`config.mk`:
```
export PLATFORM = sky130hd
export DESIGN_NAME = rptw_ctrl
export DESIGN_NICKNAME = d
export VERILOG_FILES = /design/src/rtl/core/rptw_pkg.sv /design/src/rtl/core/rptw_ctrl.sv
export VERILOG_INCLUDE_DIRS = /design/src /design/src/rtl/core
export SDC_FILE = /design/constraint.sdc
export NUM_CORES = 1
export LEC_CHECK = 0
export BUFFER_PORTS_ARGS = -buffer_cell sky130_fd_sc_hd__buf_2
export CORE_AREA = 3 3 40 42
export CTS_CLUSTER_DIAMETER = 40
export CTS_CLUSTER_SIZE = 25
export DETAILED_ROUTE_END_ITERATION = 8
export DIE_AREA = 0 0 43 45
export GPL_ROUTABILITY_DRIVEN = 1
export GPL_TIMING_DRIVEN = 0
export PLACE_DENSITY = 0.59
export SYNTH_ARGS = -nofsm -noshare
export SYNTH_HDL_FRONTEND = slang
export SYNTH_SLANG_ARGS = --single-unit
```
`constraint.sdc`:
```
create_clock -name aclk -period 1.3 [get_ports aclk]
set_input_delay 0.065 -clock aclk [delete_from_list [all_inputs] [get_ports aclk]]
set_output_delay 0.065 -clock aclk [all_outputs]
set_load 0.1 [all_outputs]
```
`src/rtl/core/radix_page_table_walker_assert.svh`:
```
// Assertion macros used by the page table walker controller.
`ifndef RADIX_PAGE_TABLE_WALKER_ASSERT_SVH
`define RADIX_PAGE_TABLE_WALKER_ASSERT_SVH

// The consequent must hold in the same cycle as the antecedent.
`define RPTW_ASSERT_SAME(label, clk, rstn, ante, cons) \
    label: assert property (@(posedge clk) disable iff (!(rstn)) (ante) |-> (cons)) \
        else $error("assertion failed: consequent in same cycle");

// The consequent must hold in the cycle after the antecedent.
`define RPTW_ASSERT_NEXT(label, clk, rstn, ante, cons) \
    label: assert property (@(posedge clk) disable iff (!(rstn)) (ante) |=> (cons)) \
        else $error("assertion failed: consequent in next cycle");

`endif

```
`src/rtl/core/rptw_pkg.sv`:
```
`timescale 1ns / 1ps
`default_nettype none

package rptw_pkg;

    localparam int TABLE_COUNT       = 8;
    localparam int ENTRIES_PER_TABLE = 512;
    localparam int TBL_W             = $clog2(TABLE_COUNT);
    localparam int ENTRY_W           = $clog2(ENTRIES_PER_TABLE);
    localparam int ADDR_W            = TBL_W + ENTRY_W;
    localparam int STORE_DEPTH       = TABLE_COUNT * ENTRIES_PER_TABLE;

    localparam int WORD_W   = 64;
    localparam int VA_W     = 57;
    localparam int PA_W     = 52;
    localparam int FRAME_W  = 40;
    localparam int LEVEL_W  = 3;
    localparam int CFG_IDX_W  = 2;
    localparam int CFG_DATA_W = 8;

    localparam logic [1:0] ACT_WRITE     = 2'd0;
    localparam logic [1:0] ACT_TRANSLATE = 2'd1;
    localparam logic [1:0] ACT_UNMAP     = 2'd2;

    localparam logic [1:0] SIZE_NONE = 2'd0;
    localparam logic [1:0] SIZE_4K   = 2'd1;
    localparam logic [1:0] SIZE_2M   = 2'd2;
    localparam logic [1:0] SIZE_1G   = 2'd3;

    localparam logic [CFG_IDX_W-1:0] CFG_ROOT_TABLE = 2'd0;
    localparam logic [CFG_IDX_W-1:0] CFG_FIVE_LEVEL = 2'd1;

    localparam logic [LEVEL_W-1:0] LEVEL_TOP4 = 3'd4;
    localparam logic [LEVEL_W-1:0] LEVEL_TOP5 = 3'd5;

    localparam logic [PA_W-1:0]   MASK_1G   = 52'hF_FFFF_C000_0000;
    localparam logic [PA_W-1:0]   MASK_2M   = 52'hF_FFFF_FFE0_0000;
    localparam logic [PA_W-1:0]   MASK_4K   = 52'hF_FFFF_FFFF_F000;
    localparam logic [WORD_W-1:0] FLAG_MASK = 64'h8000_0000_0000_0FFF;
    localparam int PRESENT_BIT = 0;
    localparam int PS_BIT      = 7;

    typedef enum logic [2:0] {
        ST_IDLE,
        ST_WRITE,
        ST_START,
        ST_WALK,
        ST_CLEAR,
        ST_DONE
    } rptw_state_t;

    typedef struct packed {
        logic load;
        logic wr_item;
        logic wr_clear;
        logic rd_start;
        logic rd_descend;
        logic rec_leaf;
        logic set_fault;
        logic out_load;
    } rptw_cmd_t;

    typedef struct packed {
        logic [1:0] action;
        logic       root_fault;
        logic       present;
        logic       last;
        logic       ps_leaf;
        logic       next_fault;
    } rptw_status_t;

endpackage

`default_nettype wire

```
`src/rtl/core/rptw_ctrl.sv`:
```
`timescale 1ns / 1ps
`default_nettype none

`include "radix_page_table_walker_assert.svh"

module rptw_ctrl
    import rptw_pkg::*;
(
    input  wire logic         aclk,
    input  wire logic         aresetn,
    input  wire logic         s_valid,
    output logic              s_ready,
    output logic              m_valid,
    input  wire logic         m_ready,
    input  wire rptw_status_t status,
    output rptw_cmd_t         cmd
);

    rptw_state_t state_reg, state_next;
    logic        m_valid_reg, m_valid_next;
    logic        out_free;
    logic        leaf_hit;

    assign out_free = !m_valid_reg || m_ready;
    // At level 1 a present entry is the leaf; at levels 2 and 3 only a present PS entry is.
    assign leaf_hit = status.last ? status.present : (status.present && status.ps_leaf);

    always_ff @(posedge aclk) begin
        if (!aresetn) begin
            state_reg   <= ST_IDLE;
            m_valid_reg <= 1'b0;
        end else begin
            state_reg   <= state_next;
            m_valid_reg <= m_valid_next;
        end
    end

    always_comb begin
        state_next = state_reg;
        case (state_reg)
            ST_IDLE: begin
                if (s_valid) begin
                    case (status.action)
                        ACT_WRITE:                  state_next = ST_WRITE;
                        ACT_TRANSLATE, ACT_UNMAP:   state_next = ST_START;
                        default:                    state_next = ST_DONE;
                    endcase
                end
            end
            ST_WRITE: state_next = ST_DONE;
            ST_START: state_next = status.root_fault ? ST_DONE : ST_WALK;
            ST_WALK: begin
                if (status.last || (status.present && status.ps_leaf)) begin
                    state_next = (status.action == ACT_UNMAP) ? ST_CLEAR : ST_DONE;
                end else if (!status.present || status.next_fault) begin
                    state_next = ST_DONE;
                end
            end
            ST_CLEAR: state_next = ST_DONE;
            ST_DONE: begin
                if (out_free) begin
                    state_next = ST_IDLE;
                end
            end
            default: state_next = ST_IDLE;
        endcase
    end

    always_comb begin
        cmd          = '0;
        s_ready      = 1'b0;
        m_valid_next = m_valid_reg && !m_ready;
        case (state_reg)
            ST_IDLE: begin
                s_ready  = 1'b1;
                cmd.load = s_valid;
            end
            ST_WRITE: cmd.wr_item = 1'b1;
            ST_START: begin
                cmd.set_fault = status.root_fault;
                cmd.rd_start  = !status.root_fault;
            end
            ST_WALK: begin
                cmd.rec_leaf = leaf_hit;
                if (!status.last && status.present && !status.ps_leaf) begin
                    cmd.set_fault  = status.next_fault;
                    cmd.rd_descend = !status.next_fault;
                end
            end
            ST_CLEAR: cmd.wr_clear = 1'b1;
            ST_DONE: begin
                if (out_free) begin
                    cmd.out_load = 1'b1;
                    m_valid_next = 1'b1;
                end
            end
            default: ;
        endcase
    end

    assign m_valid = m_valid_reg;

    `RPTW_ASSERT_SAME(a_out_load_free, aclk, aresetn, cmd.out_load, !m_valid_reg || m_ready)
    `RPTW_ASSERT_SAME(a_clear_only_unmap, aclk, aresetn, cmd.wr_clear,
                      status.action == ACT_UNMAP)
    `RPTW_ASSERT_SAME(a_no_descend_at_leaf, aclk, aresetn, status.last && state_reg == ST_WALK,
                      !cmd.rd_descend)
    `RPTW_ASSERT_NEXT(a_one_item_at_a_time, aclk, aresetn, s_valid && s_ready, !s_ready)

endmodule

`default_nettype wire

```
==> results.md, run 1 <==
STA:
- The tightest hold path in the finished design has a slack of 0.0689 ns.
- The final count of hold timing violations is 0.
- In the post-route analysis, the smallest setup slack over all paths is -0.223 ns.
- Setup violations remaining at the end of the flow were counted as 11.
- Measured against its own limit, the worst slew margin works out to between 60% and 70%.
- For the pin with the worst max-slew slack, the measured transition is 0.485 ns.
- For the finished layout, the period the worst path requires is 1.52 ns.
- The share of the cycle needed by the critical path after routing is 117%.
- Based on the critical path, the design can be clocked at up to about 0.66 GHz.
- The maximum clock skew at final layout is 0.00792 ns.
- Setup repair after global routing could not meet its margin everywhere.
- The setup TNS is -0.935 ns.
- The final number of max-transition violations is 0.

Layout:
- The number of flip-flops under the largest register name is 3.
- The number of nets in the layout is 95.
- The number of fillers in the final layout is 87.
- Cells with a size suffix above 1 make up ~73% of the layout.
- The repair_antennas step left the layout with diodes totalling 0.
- The area overhead of the layout relative to synthesis is 125%.

Logic synthesis:
- Synthesis handed over a netlist of 45 instances.
- The synthesized netlist occupies a cell area of ~380 sq um.
- After Yosys synthesis, XOR and XNOR cells account for 0% of the synthesized area.
- The post-synthesis share of cell area spent on and, or, nand and nor gates is around two fifths.
- The leading register cell type out of synthesis is dfxtp_1.
- The dominant combinational cell family by area after synthesis is simple AND/OR/NAND/NOR gates.
- The share of the synthesized area in compound gates (AO/OA/AOI/OAI) is 21.5%.
- After Yosys synthesis, full adders, half adders and majority gates account for 6.62% of the synthesized area.
- The number of nets in the synthesized netlist is 58.
- The portion of synthesized cell area occupied by the leading cell type is 21.2%.
- The count of synthesis-stage warnings from yosys is 0.
- The biggest area consumer among synthesized cells is dfxtp_1.
- In the post-synthesis netlist, the biggest area contributors are dfxtp_1 (21%), buf_6 (8.9%), ha_1 (6.6%).
- After synthesis, the share of cell area in mux cells is 0%.
- The number of synthesized register bits is 4.
- The number of enable-type register cells in the synthesized netlist is 0.
- The average instance area after synthesis is ~8.4 sq um.
- The sequential area share after synthesis is a little over a fifth.
- The count of different cell masters after synthesis is 24.
- For this run, asynchronously set or reset flops after synthesis account for 0%.

Status:
- The final reports fail on setup timing.
- The flow ran to the end, but the final reports show violations.

GRT:
- The aggregate global-route resource usage is 12.1%.
- For this run the aggregate overflow at the end of global routing stands at 0.
- The global-route wire length before repair is about 1800 um.
- The initial antenna violation count is 0.
- The number of global-route vias before repair came to about 450.
- Entering global routing, the biggest net connects 9 pins.

Floorplanning:
- The placeable core region is ~0.0013 sq mm.
- The initial utilization of the core area, before any placement, comes to 29.4%.
- The number of cell rows is 13.
- The die covers approximately 0.0019 sq mm.
- The number of primary I/O pins is 21.
- Measured along the x axis, the die boundary spans around 43 um.
- The die outline height is about 45 um.

Drt:
- Wires add up to 1180 um.
- The count of unresolved DRC violations after routing is 0.
- The iteration-0 DRC count of the detailed router is 8.
- The routed wirelength normalized by instance count is around 12 um.
- The detailed-route via count is 468.
- The number of vias per cell after detailed routing is roughly 4.9.
- The number of search-and-repair iterations in the first detailed-routing pass is 5.
- The final antenna-violating net count is 0.

Critical path:
- The type of the worst setup path is flop to output pin.
- For this design, the slowest cell found on the critical path is or4_4.
- In this run the critical register-to-register path is launched from state_reg[2].
- Measured in cells, the most critical reg-to-reg path has a length of 5.
- Among cell families on the critical path, the largest total delay comes from simple AND/OR/NAND/NOR gates.
- In this run the worst path has a maximum fanout of 3.
- The end of the worst register-to-register path is state_reg[2].
- The critical path goes through nand4b_4 > or4_4 > clkinvlp_4 > buf_12.
- The biggest cell delay along the critical path is between 0.4 and 0.5 ns.
- STA classifies the critical path endpoint as an output pin.
- The startpoint class of the critical path is a flop.
- STA puts the critical path data arrival time at between 1 and 1.5 ns.
- The setup check on the worst reg-to-reg path leaves a slack of -0.18 ns.
- STA puts the critical path data required time at around 1.2 ns.
- The worst path buffer plus inverter count is 2.

CTS:
- The clock tree from TritonCTS is done.
- Clock tree synthesis selected as its root buffer the cell clkbuf_4.
- The clock latency on the worst-skew pair is 0.25 ns.
- The clock transition time at the flip-flop clock pins of the worst setup and hold paths is 0.05 ns.
- The count of hold buffers inserted by post-cts repair is 0.
- Counting along the longest clock path gives a buffer depth of 2.
- The H-tree depth is 1.
- In this run, CTS created clock tree buffers numbering 3.
- The clock drives 4 sinks.

Flow run:
- The number of max-cap violations is 0.

Pwr:
- The leakage power is 0.399 nW.
- Across the VDD grid, the largest voltage drop is 0.000723 V.
- Power spread over the standard cell area amounts to approximately 1200 mW/mm^2.

Hold path:
- Along the worst hold path, the cell count comes to 2.
- The worst hold path class is primary input to flop.
- The worst hold path startpoint is aresetn.
- The path with the worst hold slack has its endpoint at state_reg[2].

Placed design:
- The placed wire-length estimate is just over 700 um.
- In this run the tool buffered the top-level ports with 20 buffer cells.
- The routability congestion estimate is ~0.76.
-- worst register-to-register path: cells and delay by family (launching register included) --
family / cells / cell delay (ns)
and+or+nand+nor: 2 / 0.61
AOI/OAI and AO/OA: 1 / 0.16
DFF: 1 / 0.32
buffers and inverters: 2 / 0.27
-- worst max path at each step --
stage                     depth (start not counted)          from     end  slack [ns]
after floorplan                                   3  state_reg[0]  cmd[7]       -0.49
after global placement                            5  state_reg[2]  cmd[3]       -0.36
after detailed placement                          5  state_reg[2]  cmd[3]       -0.36
after CTS                                         5  state_reg[2]  cmd[3]       -0.37
after global routing                              4  state_reg[2]  cmd[3]       -0.25
final                                             4  state_reg[2]  cmd[3]       -0.22
-- timing repair --
action                                  CTS  global route
endpoints found under the setup margin   12            12
buffers inserted                          9             5
gates resized for setup                  42             8
pin swaps                                 5             5
-- area by class of cell --
type / instances / area (sq um) / area share, %
timing repair buffer: 33 / 339 / 39.8
clock buffer: 4 / 26.3 / 3.08
sequential: 4 / 92.6 / 10.9
buffer: 2 / 26.3 / 3.08
tap: 15 / 18.8 / 2.20
inverter: 3 / 15.0 / 1.76
multi-input combinational: 35 / 334 / 39.2
-- cell usage after synthesis (2+ instances only) --
cell	instances
a21oi_1	4
and2_1	2
buf_6	3
dfxtp_1	4
ha_1	2
inv_1	3
nor2_1	5
nor2b_1	2
nor3_1	2
nor3b_1	3
o21ai_0	2
-- where the power goes --
| part | switching (mW) | internal, mW |
|---|---|---|
| Combinational | 0.424 | 0.293 |
| Sequential | 0.0177 | 0.143 |
| Clock | 0.0687 | 0.116 |
-- per-stage QoR --
step / std cells / total power, mW / cell area (sq um) / worst slack, ns / util, %
after global placement: 80 / 0.685 / 563 / -0.358 / 43.8
after floorplan: 45 / 0.610 / 444 / -0.494 / -
after detailed placement: 80 / 0.687 / 563 / -0.362 / 43.8
after global routing: 96 / 1.10 / 852 / -0.254 / 66.3
after CTS: 93 / 1.04 / 810 / -0.374 / 63.0
final: 96 / 1.06 / 852 / -0.223 / 66.3
-- cell usage in the layout (no fill, tap or decap), types with 2 or more instances in the layout --
cell type	instances
buf_2	11
buf_4	9
buf_12	8
buf_6	6
nor2_1	3
a21oi_1	3
clkbuf_4	3
dfxtp_4	3
inv_1	2
nor2_4	2
and2_4	2
nor3b_4	2
o21ai_0	2
ha_1	2
-- cell families (layout without fill, tap and decap cells) --
logic type                 Yosys count  in the layout
adders and majority gates            2              2
buffers and inverters                6             42
AOI/OAI and AO/OA                   12             12
DFF                                  4              4
and+or+nand+nor                     21             21
-- layer usage --
layer | GRT usage [%] | wire (um) | part of all wire, % | vias up
li1 | - | - | - | 235
met1 | 15.6 | 462 | 39 | 213
met2 | 20.4 | 627 | 53 | 16
met3 | 0.398 | 53 | 4.5 | 4
met4 | 6.63 | 34 | 2.9 | 0
met5 | 0 | 0 | 0 | -
No activity file was read; power rests on OpenSTA's default activity.
==> run 2, diff against run 1 <==
SETUP_SLACK_MARGIN = 0.15   (was unset)
==> run 2 against run 1 <==
Register-to-register slack gained 0.03 ns; clock skew shrank 0.0042 ns; the flow still finishes with violations (setup timing); global-route usage grew 2.1 points; count of clock-buffer cells in the layout is the same; critical path type unchanged; critical endpoint unchanged; via count grew 3.0%; combinational power grew 7.0%; highest routed layer is now met3.
==> results.md, run 2 (same netlist as run 1, synthesis figures left out) <==
Layout:
- From synthesis to final layout, the design area changed by 131%.
- The number of fillers in the final layout is 110 (+26%).
- The multi-input gate area in the final layout came to 350 sq um (+4.9%).
- The final cell area excluding filler cells is 875 sq um (+2.6%).
- The number of flip-flops under the largest register name is 3 (unchanged).
- The sequential cell area in the final layout was 90.1 sq um (-2.7%).
- The diode insertion count for antenna repair is 0 (unchanged).
- The number of nets in the layout was 96 (+1.1%).
- Leaving out fill and tap cells, the most frequent cells in the layout are buf_2 (11), buf_4 (11), buf_12 (9), buf_6 (5).
- The fraction of layout instances using a drive strength above 1 came to 75.6% (+2.8 points).

Critical path:
- The arrival time reported for the critical path endpoint was 1.52 ns (+0.06 ns).
- By startpoint and endpoint, the worst setup path is classified as flop to output pin.
- The peak fanout along the critical path is 2 (-1).
- The required time of the critical path is 1.24 ns (about the same).
- The depth of the worst register-to-register path was 5 (unchanged).
- The biggest cell delay along the critical path is 0.44 ns (about the same).
- The sort of element at the end of the critical path is an output pin.
- The highest-delay cell along the critical path is or4_4.
- The worst setup path is launched from a flop.
- Walking the worst path, the cells encountered are buf_6 > nand4b_4 > or4_4 > clkinvlp_4 > buf_12.

Pwr:
- The overall power was 1.10 mW (+3.2%).
- The total power density per cell area was 1250 mW/mm^2 (+0.54%).
- The worst vdd rail ir drop is 0.000635 V (-12%).
- The leakage power is 0.411 nW (+3.1%).

Floorplanning:
- The x dimension of the die is 43 um (unchanged).
- The die outline height is 45 um (unchanged).
- The placeable core region is 0.00128 sq mm (unchanged).
- The number of cell rows is 13 (unchanged).
- The number of primary I/O pins came to 21 (unchanged).
- The starting density of the core is 29.4% (unchanged).
- The die area is 0.00194 sq mm (unchanged).

STA:
- The final number of max-transition violations came to 0 (unchanged).
- The maximum clock skew at final layout was 0.00368 ns (-0.00424 ns).
- The total setup violations reported at the end of the flow was 11 (unchanged).
- The final critical-path setup slack is -0.281 ns (-0.0585 ns).
- The worst slew margin relative to its limit came to 68.0% (+0.13 points).
- The final count of hold timing violations was 0 (unchanged).
- The minimum clock period after layout is 1.58 ns (+0.0585 ns).
- The share of the cycle needed by the critical path after routing is 122% (+4.5 points).
- The maximum clock rate is 0.633 GHz (-3.7%).
- The setup TNS is -1.60 ns (-0.666 ns).
- The slew at the pin with the worst max-slew slack is 0.483 ns (-0.00203 ns).
- Setup repair after global routing could not meet its margin everywhere.
- The worst hold-check slack is 0.0870 ns (+0.0181 ns).

Status:
- The flow ran to the end, but the final reports show violations.
- The checks that failed: setup timing.

CTS:
- The clock sink count is 4 (unchanged).
- The largest buffer count on any clock path is 2 (unchanged).
- The H-tree depth came to 1 (unchanged).
- The number of buffers created by CTS is 3 (unchanged).
- The clock transition time at the flip-flop clock pins of the worst setup and hold paths was 0.04 ns (about the same).
- The clock latency on the worst-skew pair is 0.24 ns (about the same).
- Clock tree synthesis selected as its root buffer the cell clkbuf_4.
- TritonCTS built the clock tree.

GRT:
- The largest net degree at the start of global routing came to 8 (-1).
- The global-route wire length before repair is 2040 um (+13%).
- The number of global-route vias before repair was 476 (+6.7%).
- The sum of overflow across all layers after global routing is 0 (unchanged).
- The aggregate global-route resource usage is 14.2% (+2.1 points).
- The initial antenna violation count is 0 (unchanged).

Placed design:
- The routability congestion estimate is 0.687 (-9.4%).
- The number of port buffers is 20 (unchanged).
- The total placed instance area is 573 sq um (+1.8%).
- The placed wire-length estimate came to 721 um (+0.78%).

Drt:
- The detailed-route via count came to 482 (+3.0%).
- The count of unresolved DRC violations after routing is 0 (unchanged).
- The number of vias per cell after detailed routing is 4.97 (+1.9%).
- The final wirelength is 1240 um (+5.3%).
- The iteration-0 DRC count of the detailed router came to 12 (+4).
- The number of search-and-repair iterations in the first detailed-routing pass was 4 (-1).
- The final antenna-violating net count is 0 (unchanged).
- The routed wirelength normalized by instance count is 12.8 um (+4.3%).

Hold path:
- The tightest min-delay check is of the primary input to flop type.
- The cell depth of the worst min-delay path is 2 (unchanged).

Flow run:
- The number of max-cap violations is 0 (unchanged).
## run 2: worst paths after layout
kind                                   start      endpoint  slack, ns
worst max-delay path            state_reg[2]        cmd[3]      -0.28
worst min-delay path                 aresetn  state_reg[2]       0.09
worst max register to register  state_reg[2]  state_reg[2]      -0.15
worst min register to register       m_valid       m_valid       0.71
## run 2: cell type report
type / instances / area share, %
clock buffers: 4 / 3.00
inverters: 3 / 1.72
well taps: 15 / 2.15
multi-input cells: 35 / 40.1
flip-flops and latches: 4 / 10.3
repair buffers: 33 / 38.9
plain buffers: 3 / 3.86
## run 2: worst max-delay path: cells and delay by family (launching register included)
family        cells  cell delay [ns]
flops             1             0.31
buf+inv           3             0.37
simple gates      2             0.60
## run 2: stage by stage
step,instances,utilization (%),setup slack [ns]
2_1_floorplan,45,-,-0.494
3_3_place_gp,80,44.6,-0.372
3_5_place_dp,80,44.6,-0.369
4_1_cts,96,66.0,-0.363
5_1_grt,97,68.1,-0.337
6_report,97,68.1,-0.281
## run 2: routing by layer
metal  GRT usage [%]  vias to the layer above  share of wire, %
met5               0                        -                 0
met4            3.61                        0                 0
met3            3.98                        0               5.8
met2            27.8                       18                57
met1            14.7                      224                37
li1                -                      240                 -
## run 2: where the power goes
part	internal [mW]	leakage, nW	switching [mW]	total (mW)
sequential	0.142	0.0350	0.0152	0.157
combinational	0.325	0.361	0.442	0.767
clock	0.116	0.0150	0.0567	0.172
## run 2: what timing repair did
action	CTS	global route
pin swaps	6	4
cloned	0	0
setup endpoints to repair	12	13
resized for setup	43	5
buffers inserted	12	1
hold buffers	0	0
==> run 3, diff against run 2 <==
SETUP_SLACK_MARGIN = 0.4   (was 0.15)
==> run 3 against run 2 <==
The run still ends with setup timing left; wire length up 8.0%; flip-flop and latch count unchanged; design area up 2.4%; critical path depth unchanged; global-route usage up 0.060 points; first-iteration DRC count down 25%; largest power group unchanged.
==> results.md, run 3 (same netlist as run 1, synthesis figures left out) <==
Status:
- The flow ran to the end, but the final reports show violations.
- The final reports fail on setup timing.

STA:
- The final count of hold timing violations is 0 (unchanged).
- The maximum clock rate was 0.629 GHz (-0.49%).
- Setup repair after global routing could not meet its margin everywhere.
- The final number of max-transition violations is 0 (unchanged).
- The final critical-path setup slack is -0.289 ns (-0.00779 ns).
- The maximum clock skew at final layout is 0.00577 ns (+0.00209 ns).
- The worst slew margin relative to its limit is 78.7% (+11 points).
- The minimum clock period after layout came to 1.59 ns (+0.00779 ns).
- The slew at the pin with the worst max-slew slack is 0.319 ns (-0.164 ns).
- The share of the cycle needed by the critical path after routing came to 122% (+0.60 points).
- The total setup violations reported at the end of the flow came to 12 (+1).

Critical path:
- The worst path buffer plus inverter count is 3 (unchanged).
- The peak fanout along the critical path was 2 (unchanged).
- The required time of the critical path is 1.24 ns (about the same).
- STA classifies the critical path startpoint as a flop.
- The biggest cell delay along the critical path is 0.44 ns (about the same).
- The gate family responsible for the most delay along the worst path is simple AND/OR/NAND/NOR gates.
- Traced cell by cell, the critical path runs through buf_6 > nand4b_4 > or4_4 > clkinvlp_4 > buf_12.
- The worst setup path is captured at an output pin.
- The arrival time reported for the critical path endpoint is 1.52 ns (about the same).
- The critical path depth in cells is 5 (unchanged).
- The depth of the worst register-to-register path was 9 (+4).
- The slowest stage of the critical path is the or4_4 cell.
- The type of the worst setup path is flop to output pin.

Floorplanning:
- The number of primary I/O pins was 21 (unchanged).
- The x dimension of the die came to 43 um (unchanged).
- The starting density of the core is 29.4% (unchanged).
- The placeable core region is 0.00128 sq mm (unchanged).
- The number of cell rows was 13 (unchanged).
- The die outline height is 45 um (unchanged).
- The die area is 0.00194 sq mm (unchanged).

Layout:
- The area growth from synthesis to layout is 137%.
- The number of fillers in the final layout is 102 (-7.3%).
- The diode insertion count for antenna repair came to 0 (unchanged).
- Leaving out fill and tap cells, the most frequent cell in the layout is buf_2.
- The fraction of layout instances using a drive strength above 1 is 77.8% (+2.2 points).
- In the layout the commonest cells are buf_2 (10), buf_6 (9), buf_12 (9), buf_4 (6), clkbuf_4 (3).
- The number of nets in the layout is 95 (-1.0%).
- The number of flip-flops under the largest register name is 3 (unchanged).

Hold path:
- The worst hold path class is primary input to flop.
- The cell depth of the worst min-delay path is 2 (unchanged).

Drt:
- The detailed-route via count came to 474 (-1.7%).
- The number of search-and-repair iterations in the first detailed-routing pass was 6 (+2).
- The routed wirelength normalized by instance count is 14.0 um (+9.1%).
- The final wirelength is 1340 um (+8.0%).
- The iteration-0 DRC count of the detailed router is 9 (-3).
- The final antenna-violating net count is 0 (unchanged).
- The number of vias per cell after detailed routing is 4.94 (-0.64%).
- The count of unresolved DRC violations after routing was 0 (unchanged).

GRT:
- The sum of overflow across all layers after global routing is 0 (unchanged).
- The aggregate global-route resource usage is 14.2% (+0.060 points).
- The initial antenna violation count was 0 (unchanged).
- The global-route wire length before repair is 2080 um (+2.0%).
- The number of global-route vias before repair was 501 (+5.3%).
- The largest net degree at the start of global routing was 11 (+3).

Placed design:
- The placed wire-length estimate was 739 um (+2.4%).
- The worst setup slack after placement came to -0.370 ns (-0.000595 ns).
- The number of port buffers is 20 (unchanged).
- The routability congestion estimate came to 0.737 (+7.4%).

Pwr:
- The leakage power is 0.407 nW (-1.0%).
- The worst vdd rail ir drop is 0.000502 V (-21%).
- The overall power was 1.16 mW (+5.7%).
- The total power density per cell area is 1290 mW/mm^2 (+3.2%).

CTS:
- The clock sink count is 4 (unchanged).
- The library cell used as clock root buffer is clkbuf_4.
- The clock tree from TritonCTS is done.
- The clock latency on the worst-skew pair is 0.24 ns (about the same).
- The largest buffer count on any clock path was 2 (unchanged).
- The clock transition time at the flip-flop clock pins of the worst setup and hold paths was 0.04 ns (about the same).
- The number of buffers created by CTS is 3 (unchanged).
- The H-tree depth came to 1 (unchanged).

Flow run:
- The number of max-cap violations is 0 (unchanged).
## run 3: final cells by class
type                            instances  area, sq um  area share [%]
Inverter                                3         15.0            1.68
Multi-Input combinational cell         35          354            39.5
Tap cell                               15         18.8            2.09
Sequential cell                         4         90.1            10.1
Timing Repair Buffer                   32          354            39.5
Buffer                                  3         37.5            4.19
Clock buffer                            4         26.3            2.93
## run 3: worst reg2reg max path: cells and delay by family, from the launching register on
kind                   cells  cell delay [ns]
flip-flops                 1             0.31
AO/OA/AOI/OAI              3             0.39
buffers and inverters      6             0.69
## run 3: worst paths after layout
kind | start | to | slack (ns)
min | aresetn | state_reg[2] | 0.1
min reg2reg | m_valid | m_valid | 0.70
max reg2reg | state_reg[2] | state_reg[2] | -0.21
max | state_reg[2] | cmd[3] | -0.29
## run 3: report_power, final
part	total, mW	switching, mW	internal, mW
registers	0.159	0.0165	0.142
logic	0.830	0.463	0.367
clock network	0.171	0.0552	0.115
total	1.16	0.535	0.625
## run 3: metrics by stage
step	hold WS, ns	area [sq um]	setup TNS, ns	cells	utilization [%]
6_report	0.0961	896	-2.37	96	69.7
5_1_grt	0.0956	896	-2.88	96	69.7
3_3_place_gp	0.333	582	-0.680	80	45.3
2_1_floorplan	0.206	463	-1.34	45	-
3_5_place_dp	0.325	582	-0.673	80	45.3
4_1_cts	0.0836	883	-2.62	96	68.7
## run 3: timing repair
item                       in CTS  in global routing
setup endpoints to repair      14                 13
gates cloned                    0                  0
setup buffers                  12                  0
resized for setup              50                  4
pin swaps                       5                  7
hold endpoints to repair        0                  0
hold buffers                    0                  0
## run 3: routing by layer
metal	GRT usage [%]	routed length, um
met5	0	0
met4	5.42	0
met3	1.59	47
met2	29.3	791
met1	14.4	501
